[config.mk]
export PLATFORM = sky130hd
export DESIGN_NAME = tablet_report_to_input_events_top
export DESIGN_NICKNAME = d
export VERILOG_FILES = /design/src/rtl/core/tabev_pkg.sv /design/src/rtl/core/tablet_report_to_input_events_top.sv /design/src/rtl/core/tabev_datapath.sv /design/src/rtl/core/tabev_ctrl.sv
export VERILOG_INCLUDE_DIRS = /design/src /design/src/rtl/core
export SDC_FILE = /design/constraint.sdc
export NUM_CORES = 1
export LEC_CHECK = 0
export BUFFER_PORTS_ARGS = -buffer_cell sky130_fd_sc_hd__buf_4
export CORE_MARGIN = 1
export CORE_UTILIZATION = 50
export CTS_CLUSTER_DIAMETER = 40
export DETAILED_ROUTE_END_ITERATION = 12
export PLACE_DENSITY = 0.68
export REMOVE_ABC_BUFFERS = 1
export SLEW_MARGIN = 30
export SYNTH_ARGS = -nofsm -noshare
export SYNTH_HDL_FRONTEND = slang
export SYNTH_SLANG_ARGS = --single-unit
[constraint.sdc]
create_clock -name clk -period 17.2 [get_ports clk]
set_input_delay 2.58 -clock clk [delete_from_list [all_inputs] [get_ports clk]]
set_output_delay 2.58 -clock clk [all_outputs]
set_load 0.05 [all_outputs]
[src/rtl/core/tablet_report_to_input_events_top_assert.svh]
// assertion macros for the tablet event translator
`ifndef TABLET_REPORT_TO_INPUT_EVENTS_TOP_ASSERT_SVH
`define TABLET_REPORT_TO_INPUT_EVENTS_TOP_ASSERT_SVH

// same-cycle implication, checked outside reset
`define TABEV_ASSERT_NOW(name, ante, cons) \
    name: assert property (@(posedge clk) disable iff (!rst_n) (ante) |-> (cons)) \
        else $error("tabev assertion failed");

// next-cycle implication, checked outside reset
`define TABEV_ASSERT_NEXT(name, ante, cons) \
    name: assert property (@(posedge clk) disable iff (!rst_n) (ante) |=> (cons)) \
        else $error("tabev assertion failed");

`endif

[src/rtl/core/tabev_pkg.sv]
package tabev_pkg;

    localparam int IN_TDATA_W   = 8;
    localparam int OUT_TDATA_W  = 48;
    localparam int CFG_ADDR_W   = 1;
    localparam int CFG_DATA_W   = 32;
    localparam int DECODE_BYTES = 12;
    localparam int IDX_W        = 5;

    localparam logic [CFG_ADDR_W-1:0] REG_REPORT_ID  = 1'b0;
    localparam logic [CFG_ADDR_W-1:0] REG_PEN_SERIAL = 1'b1;

    localparam logic [7:0]  REPORT_ID_RESET  = 8'd8;
    localparam logic [31:0] PEN_SERIAL_RESET = 32'd1098942556;

    localparam logic [7:0] PEN_KIND_MASK = 8'h70;
    localparam logic [7:0] BUTTONS_ID    = 8'he0;
    localparam logic [7:0] DIAL_ID       = 8'hf0;
    localparam logic [7:0] DIAL_SPLIT    = 8'd6;
    localparam logic [7:0] DIAL_HIGH_REF = 8'd19;
    localparam logic [7:0] DIAL_LOW_REF  = 8'd7;

    // 71/12 as a multiply by round-up reciprocal, exact for the dial range
    localparam logic [21:0] DIAL_SCALE_MUL   = 22'd3102038;
    localparam int          DIAL_SCALE_SHIFT = 19;
    localparam logic [32:0] MISC_ACTIVE      = 33'd15;

    localparam logic DEV_PEN = 1'b0;
    localparam logic DEV_PAD = 1'b1;

    localparam logic [1:0] TYPE_SYN = 2'd0;
    localparam logic [1:0] TYPE_KEY = 2'd1;
    localparam logic [1:0] TYPE_ABS = 2'd2;
    localparam logic [1:0] TYPE_MSC = 2'd3;

    localparam logic [4:0] CODE_X          = 5'd0;
    localparam logic [4:0] CODE_Y          = 5'd1;
    localparam logic [4:0] CODE_PRESSURE   = 5'd2;
    localparam logic [4:0] CODE_TILT_X     = 5'd3;
    localparam logic [4:0] CODE_TILT_Y     = 5'd4;
    localparam logic [4:0] CODE_PEN_TOOL   = 5'd5;
    localparam logic [4:0] CODE_TOUCH      = 5'd6;
    localparam logic [4:0] CODE_STYLUS     = 5'd7;
    localparam logic [4:0] CODE_STYLUS2    = 5'd8;
    localparam logic [4:0] CODE_SERIAL     = 5'd9;
    localparam logic [4:0] CODE_SYN_REPORT = 5'd10;
    localparam logic [4:0] CODE_MISC       = 5'd11;
    localparam logic [4:0] CODE_WHEEL      = 5'd12;
    localparam logic [4:0] CODE_PAD_BTN0   = 5'd13;

    localparam logic [IDX_W-1:0] LAST_PEN_IN  = 5'd10;
    localparam logic [IDX_W-1:0] LAST_PEN_OUT = 5'd2;
    localparam logic [IDX_W-1:0] LAST_BUTTONS = 5'd17;
    localparam logic [IDX_W-1:0] LAST_DIAL    = 5'd2;

    typedef enum logic [2:0] {
        KIND_NONE,
        KIND_PEN_IN,
        KIND_PEN_OUT,
        KIND_BUTTONS,
        KIND_DIAL
    } kind_t;

    typedef struct packed {
        logic in_ready;
        logic start;
        logic load;
    } cmd_t;

    typedef struct packed {
        logic report_ok;
        logic out_free;
        logic event_final;
    } status_t;

endpackage

[src/rtl/core/tablet_report_to_input_events_top.sv]
// channel   dir  tdata (low bit up)                               tlast
// s_        in   report_byte[7:0]                                 last_byte
// m_        out  target_device, event_type[1:0], event_code[4:0], last_event
//                event_value[32:0], zero fill to 48 bits
// cfg_      in   index 0 report_id[7:0], index 1 pen_serial[31:0] -
// report bytes are taken while idle; the last byte leads into a decode state
// a valid report then yields 11, 3, 18 or 3 events at one event per cycle while m_tready is high
// the output register holds each event until taken; m_tready low stalls emission
// bytes are taken again once the final event sits in the output register
// reset clears the byte count and the output valid; no clearing pass
module tablet_report_to_input_events_top #(
    parameter int REPORT_BYTES = 12
) (
    input  logic                                 clk,
    input  logic                                 rst_n,
    input  logic                                 s_tvalid,
    output logic                                 s_tready,
    input  logic [tabev_pkg::IN_TDATA_W-1:0]     s_tdata,  // report_byte
    input  logic                                 s_tlast,
    output logic                                 m_tvalid,
    input  logic                                 m_tready,
    output logic [tabev_pkg::OUT_TDATA_W-1:0]    m_tdata,  // dev, type, code, value
    output logic                                 m_tlast,
    input  logic                                 cfg_we,
    input  logic [tabev_pkg::CFG_ADDR_W-1:0]     cfg_addr,
    input  logic [tabev_pkg::CFG_DATA_W-1:0]     cfg_wdata
);
    import tabev_pkg::*;

    cmd_t    cmd;
    status_t status;

    tabev_ctrl u_ctrl (
        .clk      (clk),
        .rst_n    (rst_n),
        .s_tvalid (s_tvalid),
        .s_tlast  (s_tlast),
        .status   (status),
        .cmd      (cmd)
    );

    tabev_datapath #(
        .REPORT_BYTES (REPORT_BYTES)
    ) u_datapath (
        .clk       (clk),
        .rst_n     (rst_n),
        .cmd       (cmd),
        .status    (status),
        .s_tvalid  (s_tvalid),
        .s_tdata   (s_tdata),
        .m_tvalid  (m_tvalid),
        .m_tready  (m_tready),
        .m_tdata   (m_tdata),
        .m_tlast   (m_tlast),
        .cfg_we    (cfg_we),
        .cfg_addr  (cfg_addr),
        .cfg_wdata (cfg_wdata)
    );

    assign s_tready = cmd.in_ready;

endmodule

[src/rtl/core/tabev_datapath.sv]
module tabev_datapath #(
    parameter int REPORT_BYTES = 12
) (
    input  logic                                 clk,
    input  logic                                 rst_n,
    input  tabev_pkg::cmd_t                      cmd,
    output tabev_pkg::status_t                   status,
    input  logic                                 s_tvalid,
    input  logic [tabev_pkg::IN_TDATA_W-1:0]     s_tdata,
    output logic                                 m_tvalid,
    input  logic                                 m_tready,
    output logic [tabev_pkg::OUT_TDATA_W-1:0]    m_tdata,
    output logic                                 m_tlast,
    input  logic                                 cfg_we,
    input  logic [tabev_pkg::CFG_ADDR_W-1:0]     cfg_addr,
    input  logic [tabev_pkg::CFG_DATA_W-1:0]     cfg_wdata
);
    import tabev_pkg::*;

    localparam int CW = $clog2(REPORT_BYTES + 1);

    logic [CW-1:0]    byte_count_reg, byte_count_next;
    logic [7:0]       store_reg [DECODE_BYTES];
    logic [7:0]       report_id_reg;
    logic [31:0]      pen_serial_reg;
    kind_t            kind_reg, kind_next;
    logic [IDX_W-1:0] idx_reg, idx_next;
    logic             out_valid_reg, out_valid_next;
    logic             out_last_reg;
    logic             out_dev_reg;
    logic [1:0]       out_type_reg;
    logic [4:0]       out_code_reg;
    logic [32:0]      out_value_reg;

    logic             in_accept;
    logic             ev_dev;
    logic [1:0]       ev_type;
    logic [4:0]       ev_code;
    logic [32:0]      ev_value;
    logic [IDX_W-1:0] last_idx;
    logic [15:0]      pad_keys;
    logic [7:0]       dial_raw;
    logic [7:0]       dial_mag;
    logic             dial_neg;
    logic [29:0]      dial_prod;
    logic [10:0]      dial_q;
    logic [32:0]      dial_val;

    assign in_accept = s_tvalid && cmd.in_ready;

    // report counter, saturating
    always_comb
    begin
        byte_count_next = byte_count_reg;
        if (cmd.start)
        begin
            byte_count_next = '0;
        end
        else if (in_accept && (byte_count_reg < CW'(REPORT_BYTES)))
        begin
            byte_count_next = byte_count_reg + CW'(1);
        end
    end

    always_ff @(posedge clk)
    begin
        if (in_accept && (byte_count_reg < CW'(DECODE_BYTES)))
        begin
            store_reg[byte_count_reg[3:0]] <= s_tdata;
        end
    end

    always_ff @(posedge clk or negedge rst_n)
    begin
        if (!rst_n)
        begin
            report_id_reg  <= REPORT_ID_RESET;
            pen_serial_reg <= PEN_SERIAL_RESET;
        end
        else if (cfg_we)
        begin
            unique case (cfg_addr)
                REG_REPORT_ID:  report_id_reg  <= cfg_wdata[7:0];
                REG_PEN_SERIAL: pen_serial_reg <= cfg_wdata;
                default:        report_id_reg  <= report_id_reg;
            endcase
        end
    end

    // report kind from the second byte
    always_comb
    begin
        if (store_reg[1] == BUTTONS_ID)
        begin
            kind_next = KIND_BUTTONS;
        end
        else if (store_reg[1] == DIAL_ID)
        begin
            kind_next = KIND_DIAL;
        end
        else if ((store_reg[1] & PEN_KIND_MASK) == 8'h00)
        begin
            kind_next = store_reg[1][7] ? KIND_PEN_IN : KIND_PEN_OUT;
        end
        else
        begin
            kind_next = KIND_NONE;
        end
    end

    assign status.report_ok = (byte_count_reg == CW'(REPORT_BYTES))
                              && (store_reg[0] == report_id_reg)
                              && (kind_next != KIND_NONE);

    always_comb
    begin
        idx_next = idx_reg;
        if (cmd.start)
        begin
            idx_next = '0;
        end
        else if (cmd.load)
        begin
            idx_next = idx_reg + IDX_W'(1);
        end
    end

    always_comb
    begin
        case (kind_reg)
            KIND_PEN_IN:  last_idx = LAST_PEN_IN;
            KIND_PEN_OUT: last_idx = LAST_PEN_OUT;
            KIND_BUTTONS: last_idx = LAST_BUTTONS;
            KIND_DIAL:    last_idx = LAST_DIAL;
            default:      last_idx = '0;
        endcase
    end

    assign status.event_final = (idx_reg == last_idx);
    assign status.out_free    = !out_valid_reg || m_tready;

    // wheel position
    assign dial_raw = store_reg[5];

    always_comb
    begin
        if (dial_raw > DIAL_SPLIT)
        begin
            if (dial_raw > DIAL_HIGH_REF)
            begin
                dial_mag = dial_raw - DIAL_HIGH_REF;
                dial_neg = 1'b1;
            end
            else
            begin
                dial_mag = DIAL_HIGH_REF - dial_raw;
                dial_neg = 1'b0;
            end
        end
        else
        begin
            dial_mag = DIAL_LOW_REF - dial_raw;
            dial_neg = 1'b0;
        end
    end

    assign dial_prod = 30'(dial_mag) * 30'(DIAL_SCALE_MUL);
    assign dial_q    = dial_prod[29:DIAL_SCALE_SHIFT];

    always_comb
    begin
        if (dial_raw == 8'h00)
        begin
            dial_val = '0;
        end
        else if (dial_neg)
        begin
            dial_val = -(33'(dial_q));
        end
        else
        begin
            dial_val = 33'(dial_q);
        end
    end

    assign pad_keys = {store_reg[5], store_reg[4]};

    // event generator
    always_comb
    begin
        ev_dev   = DEV_PEN;
        ev_type  = TYPE_SYN;
        ev_code  = CODE_SYN_REPORT;
        ev_value = 33'd1;
        case (kind_reg)
            KIND_PEN_IN:
            begin
                case (idx_reg)
                    5'd0:
                    begin
                        ev_type  = TYPE_ABS;
                        ev_code  = CODE_X;
                        ev_value = 33'({store_reg[8], store_reg[3], store_reg[2]});
                    end
                    5'd1:
                    begin
                        ev_type  = TYPE_ABS;
                        ev_code  = CODE_Y;
                        ev_value = 33'({store_reg[9], store_reg[5], store_reg[4]});
                    end
                    5'd2:
                    begin
                        ev_type  = TYPE_ABS;
                        ev_code  = CODE_PRESSURE;
                        ev_value = 33'({store_reg[7], store_reg[6]});
                    end
                    5'd3:
                    begin
                        ev_type  = TYPE_ABS;
                        ev_code  = CODE_TILT_X;
                        ev_value = 33'($signed(store_reg[10]));
                    end
                    5'd4:
                    begin
                        ev_type  = TYPE_ABS;
                        ev_code  = CODE_TILT_Y;
                        ev_value = -(33'($signed(store_reg[11])));
                    end
                    5'd5:
                    begin
                        ev_type  = TYPE_KEY;
                        ev_code  = CODE_PEN_TOOL;
                        ev_value = 33'd1;
                    end
                    5'd6:
                    begin
                        ev_type  = TYPE_KEY;
                        ev_code  = CODE_TOUCH;
                        ev_value = 33'(store_reg[1][0]);
                    end
                    5'd7:
                    begin
                        ev_type  = TYPE_KEY;
                        ev_code  = CODE_STYLUS;
                        ev_value = 33'(store_reg[1][1]);
                    end
                    5'd8:
                    begin
                        ev_type  = TYPE_KEY;
                        ev_code  = CODE_STYLUS2;
                        ev_value = 33'(store_reg[1][2]);
                    end
                    5'd9:
                    begin
                        ev_type  = TYPE_MSC;
                        ev_code  = CODE_SERIAL;
                        ev_value = 33'(pen_serial_reg);
                    end
                    default:
                    begin
                        ev_type  = TYPE_SYN;
                    end
                endcase
            end
            KIND_PEN_OUT:
            begin
                case (idx_reg)
                    5'd0:
                    begin
                        ev_type  = TYPE_KEY;
                        ev_code  = CODE_PEN_TOOL;
                        ev_value = '0;
                    end
                    5'd1:
                    begin
                        ev_type  = TYPE_MSC;
                        ev_code  = CODE_SERIAL;
                        ev_value = 33'(pen_serial_reg);
                    end
                    default:
                    begin
                        ev_type  = TYPE_SYN;
                    end
                endcase
            end
            KIND_BUTTONS:
            begin
                ev_dev = DEV_PAD;
                if (idx_reg == '0)
                begin
                    ev_type  = TYPE_ABS;
                    ev_code  = CODE_MISC;
                    ev_value = (pad_keys != '0) ? MISC_ACTIVE : '0;
                end
                else if (idx_reg != LAST_BUTTONS)
                begin
                    ev_type  = TYPE_KEY;
                    ev_code  = idx_reg + (CODE_PAD_BTN0 - 5'd1);
                    ev_value = 33'(pad_keys[4'(idx_reg - 5'd1)]);
                end
            end
            KIND_DIAL:
            begin
                ev_dev = DEV_PAD;
                case (idx_reg)
                    5'd0:
                    begin
                        ev_type  = TYPE_ABS;
                        ev_code  = CODE_MISC;
                        ev_value = (dial_val != '0) ? MISC_ACTIVE : '0;
                    end
                    5'd1:
                    begin
                        ev_type  = TYPE_ABS;
                        ev_code  = CODE_WHEEL;
                        ev_value = dial_val;
                    end
                    default:
                    begin
                        ev_type  = TYPE_SYN;
                    end
                endcase
            end
            default:
            begin
                ev_dev = DEV_PEN;
            end
        endcase
    end

    always_comb
    begin
        out_valid_next = out_valid_reg;
        if (cmd.load)
        begin
            out_valid_next = 1'b1;
        end
        else if (m_tready)
        begin
            out_valid_next = 1'b0;
        end
    end

    always_ff @(posedge clk or negedge rst_n)
    begin
        if (!rst_n)
        begin
            byte_count_reg <= '0;
            kind_reg       <= KIND_NONE;
            idx_reg        <= '0;
            out_valid_reg  <= 1'b0;
        end
        else
        begin
            byte_count_reg <= byte_count_next;
            idx_reg        <= idx_next;
            out_valid_reg  <= out_valid_next;
            if (cmd.start)
            begin
                kind_reg <= kind_next;
            end
        end
    end

    // output word
    always_ff @(posedge clk)
    begin
        if (cmd.load)
        begin
            out_dev_reg   <= ev_dev;
            out_type_reg  <= ev_type;
            out_code_reg  <= ev_code;
            out_value_reg <= ev_value;
            out_last_reg  <= status.event_final;
        end
    end

    assign m_tvalid = out_valid_reg;
    assign m_tlast  = out_last_reg;
    assign m_tdata  = OUT_TDATA_W'({out_value_reg, out_code_reg, out_type_reg, out_dev_reg});

endmodule

[src/rtl/core/tabev_ctrl.sv]
`include "tablet_report_to_input_events_top_assert.svh"

module tabev_ctrl (
    input  logic               clk,
    input  logic               rst_n,
    input  logic               s_tvalid,
    input  logic               s_tlast,
    input  tabev_pkg::status_t status,
    output tabev_pkg::cmd_t    cmd
);
    import tabev_pkg::*;

    typedef enum logic [2:0] {
        ST_IDLE   = 3'b001,
        ST_DECODE = 3'b010,
        ST_EMIT   = 3'b100
    } state_t;

    state_t state_reg, state_next;

    always_comb
    begin
        state_next = state_reg;
        cmd        = '0;
        unique case (state_reg)
            ST_IDLE:
            begin
                cmd.in_ready = 1'b1;
                if (s_tvalid && s_tlast)
                begin
                    state_next = ST_DECODE;
                end
            end
            ST_DECODE:
            begin
                cmd.start  = 1'b1;
                state_next = status.report_ok ? ST_EMIT : ST_IDLE;
            end
            ST_EMIT:
            begin
                if (status.out_free)
                begin
                    cmd.load = 1'b1;
                    if (status.event_final)
                    begin
                        state_next = ST_IDLE;
                    end
                end
            end
            default:
            begin
                state_next = ST_IDLE;
            end
        endcase
    end

    always_ff @(posedge clk or negedge rst_n)
    begin
        if (!rst_n)
        begin
            state_reg <= ST_IDLE;
        end
        else
        begin
            state_reg <= state_next;
        end
    end

    `TABEV_ASSERT_NEXT(a_last_byte_decodes, s_tvalid && cmd.in_ready && s_tlast, state_reg == ST_DECODE)
    `TABEV_ASSERT_NEXT(a_bad_report_drops, state_reg == ST_DECODE && !status.report_ok, state_reg == ST_IDLE)
    `TABEV_ASSERT_NEXT(a_final_event_ends, cmd.load && status.event_final, state_reg == ST_IDLE)
    `TABEV_ASSERT_NOW(a_no_input_while_busy, state_reg != ST_IDLE, !cmd.in_ready && !cmd.start || state_reg == ST_DECODE)

endmodule

==> run summary <==
status: finished clean
H-tree depth: 4
Iter 0 DRT Violations: 921
crit-path max FO: 19
routed wire length: 32800 µm
Die Ht: 160 µm
routability cong.: 0.966
Clk Latency, worst-skew pair: 0.45 ns
final worst path period share: 0.532
reg2reg start: u_datapath.store_reg[5][3]
count of pins over their slew limit: 0
antenna-violating nets left: 0
max-cap violations: 0
top post-synthesis cells by area: edfxtp_1 (33%), ha_1 (9.6%), dfrtp_1 (9.0%)
Num CTS Buffers: 17
Via density: 6.13
top cell type's share of synthesized area: 0.331
area leader, netlist: edfxtp_1
highest-count cells in the layout ignoring fill and taps: edfxtp_1 (138), buf_4 (97), ha_1 (96)
CTS tree: yes
Post-synth ARST share: 0.289
worst r2r path cells: 30
Ant. Diodes: 0
vias: 9468
share of post-route cells with drive strength above 1: 0.175
WHS Path Cells: 1
Fin Hold WS: 0.513 ns
RSZ-0062 raised after global routing: no
startpoint types: flip-flop
cts repair resizes: 0
Die ar.: 25700 µm²
fin worst setup slack: 8.05 ns
# port buffers: 90
Mapped Cells: 1145
RR Endpoint: u_datapath.out_value_reg[3]
DR DRC count: 0
Seq cells post-synth: 194
Yosys Warn Count: 0
measured slew at the worst slew-check pin: 0.916 ns
Worst Setup Path Type: reg -> reg
core footprint: 24500 µm²
Setup violations, final: 0
pre-CTS setup slack: 8.31 ns
global-route wire length before repair: 50800 µm
Critical Path AT: 9.30 ns
Area Overhead vs Synth: 12.2%
DRT Pass-1 Iters: 5
Rel. slew slack: 0.389
synthesized area: 12500 µm²
number of synthesized flops with an enable pin: 138
DRT met1 WL: 14400 µm
max incr delay on CP: 0.70 ns
vias in the first global route: 9169
row count: 57
Final nets: 1382
CTS max path bufs: 2
required time of the critical path: 17.35 ns
Post CTS Setup Buffer Count: 0
routed wl met2: 15400 µm
Worst Hold Path EP: u_datapath.pen_serial_reg[22]
Root Buffer: clkbuf_16
width of the die: 160 µm
largest net degree at the start of global routing: 57
worst hold path class: reg -> reg
register area share after synthesis: 0.444
max FFs per register: 96
critical path capture point type: flip-flop
minimum clock period: 9.15 ns
Main synth FF type: edfxtp_1
Synth cell types: 81
top sig layer: met4
Achievable Freq: 109 MHz
Initial Util: 0.512
hold path startpoint: u_datapath.pen_serial_reg[22]
Final Hold Vio Count: 0
met3 WL: 2250 µm
Mean Syn Cell Area: 10.9 µm²
Reg clk slew, reported paths: 0.08 ns
commonest non-fill, non-tap cell in the layout: edfxtp_1
Layout Skew: 0.0271 ns
Setup TNS: 0 ns
hpwl dp: 24500 µm
initial antenna violation count: 0
r2r setup slk: 8.05 ns
Congestion Overflow GR: 0
I/O pins: 98
CP max stage cell: o32ai_1
clock net sink count: 194
GRT Total Usage: 0.259
routed len/inst: 21.2 µm
cts hold-fix bufs: 0
## critical path, delay by kind of cell, from the launching register on
family | cells | cell delay [ns]
simple gates | 13 | 3.41
fa+ha+maj | 7 | 2.86
compound gates | 5 | 1.28
buf+inv | 4 | 0.52
flops | 1 | 0.48
xor+xnor | 1 | 0.30
## worst max path at each step
| stage | to | cells past startpoint | from | slack [ns] |
|---|---|---|---|---|
| 6_report | u_datapath.out_value_reg[3] | 30 | u_datapath.store_reg[5][3] | 8.05 |
| 5_1_grt | u_datapath.out_value_reg[2] | 30 | u_datapath.store_reg[5][3] | 7.45 |
| 4_1_cts | u_datapath.out_value_reg[3] | 30 | u_datapath.store_reg[5][3] | 8.27 |
| 3_5_place_dp | u_datapath.out_value_reg[1] | 30 | u_datapath.store_reg[5][3] | 8.31 |
| 3_3_place_gp | u_datapath.out_value_reg[2] | 30 | u_datapath.store_reg[5][3] | 8.48 |
| 2_1_floorplan | u_datapath.out_value_reg[2] | 31 | u_datapath.store_reg[5][3] | 9.56 |
## per-stage QoR
step / util / instance area, µm² / std cells
floorplan: - / 12300 / 1091
global placement: 0.548 / 13400 / 1512
detailed placement: 0.549 / 13400 / 1512
CTS: 0.575 / 14100 / 1544
global route: 0.575 / 14100 / 1544
finish: 0.575 / 14100 / 1544
## kinds of logic (layout without fill, tap and decap cells)
family                     count (synthesis)  in the layout  synth area share
and+or+nand+nor                          298            298             0.123
buffers and inverters                    149            218            0.0487
xor gates and xnor gates                  36             36            0.0252
muxes                                     52             52            0.0499
adders and majority gates                128            128             0.147
other                                      1              7          0.000299
DFF                                      194            194             0.444
AOI/OAI and AO/OA                        287            287             0.162
## per-layer routing
metal | up-vias | track usage
met1 | 4662 | 0.350
met5 | - | 0
met3 | 49 | 0.0561
met4 | 0 | 0.0775
li1 | 4402 | -
met2 | 355 | 0.418
## area by class of cell
cell class | count | area, µm²
clock inverters | 15 | 211
inverters | 89 | 334
multi-input cells | 808 | 6390
well taps | 324 | 405
flip-flops and latches | 194 | 5560
fillers | 2100 | 10400
repair buffers | 97 | 728
clock buffers | 17 | 425
## synth_stat cells (11+ instances only)
cell type,n
edfxtp_1,138
ha_1,96
inv_1,88
nor2_1,69
nand2_1,66
a21oi_1,62
dfrtp_1,45
mux2_2,43
clkbuf_1,42
o21ai_0,42
fa_1,32
nor3_1,25
a221o_1,24
nand3_1,24
a22oi_1,23
xnor2_1,23
and2_1,20
o211ai_1,19
a211o_1,18
and3_1,16
a31oi_1,14
xor2_1,13
dfstp_2,11
Power is not shown: default switching activity piles up to over one toggle a cycle in this logic, so the estimate is an artifact.
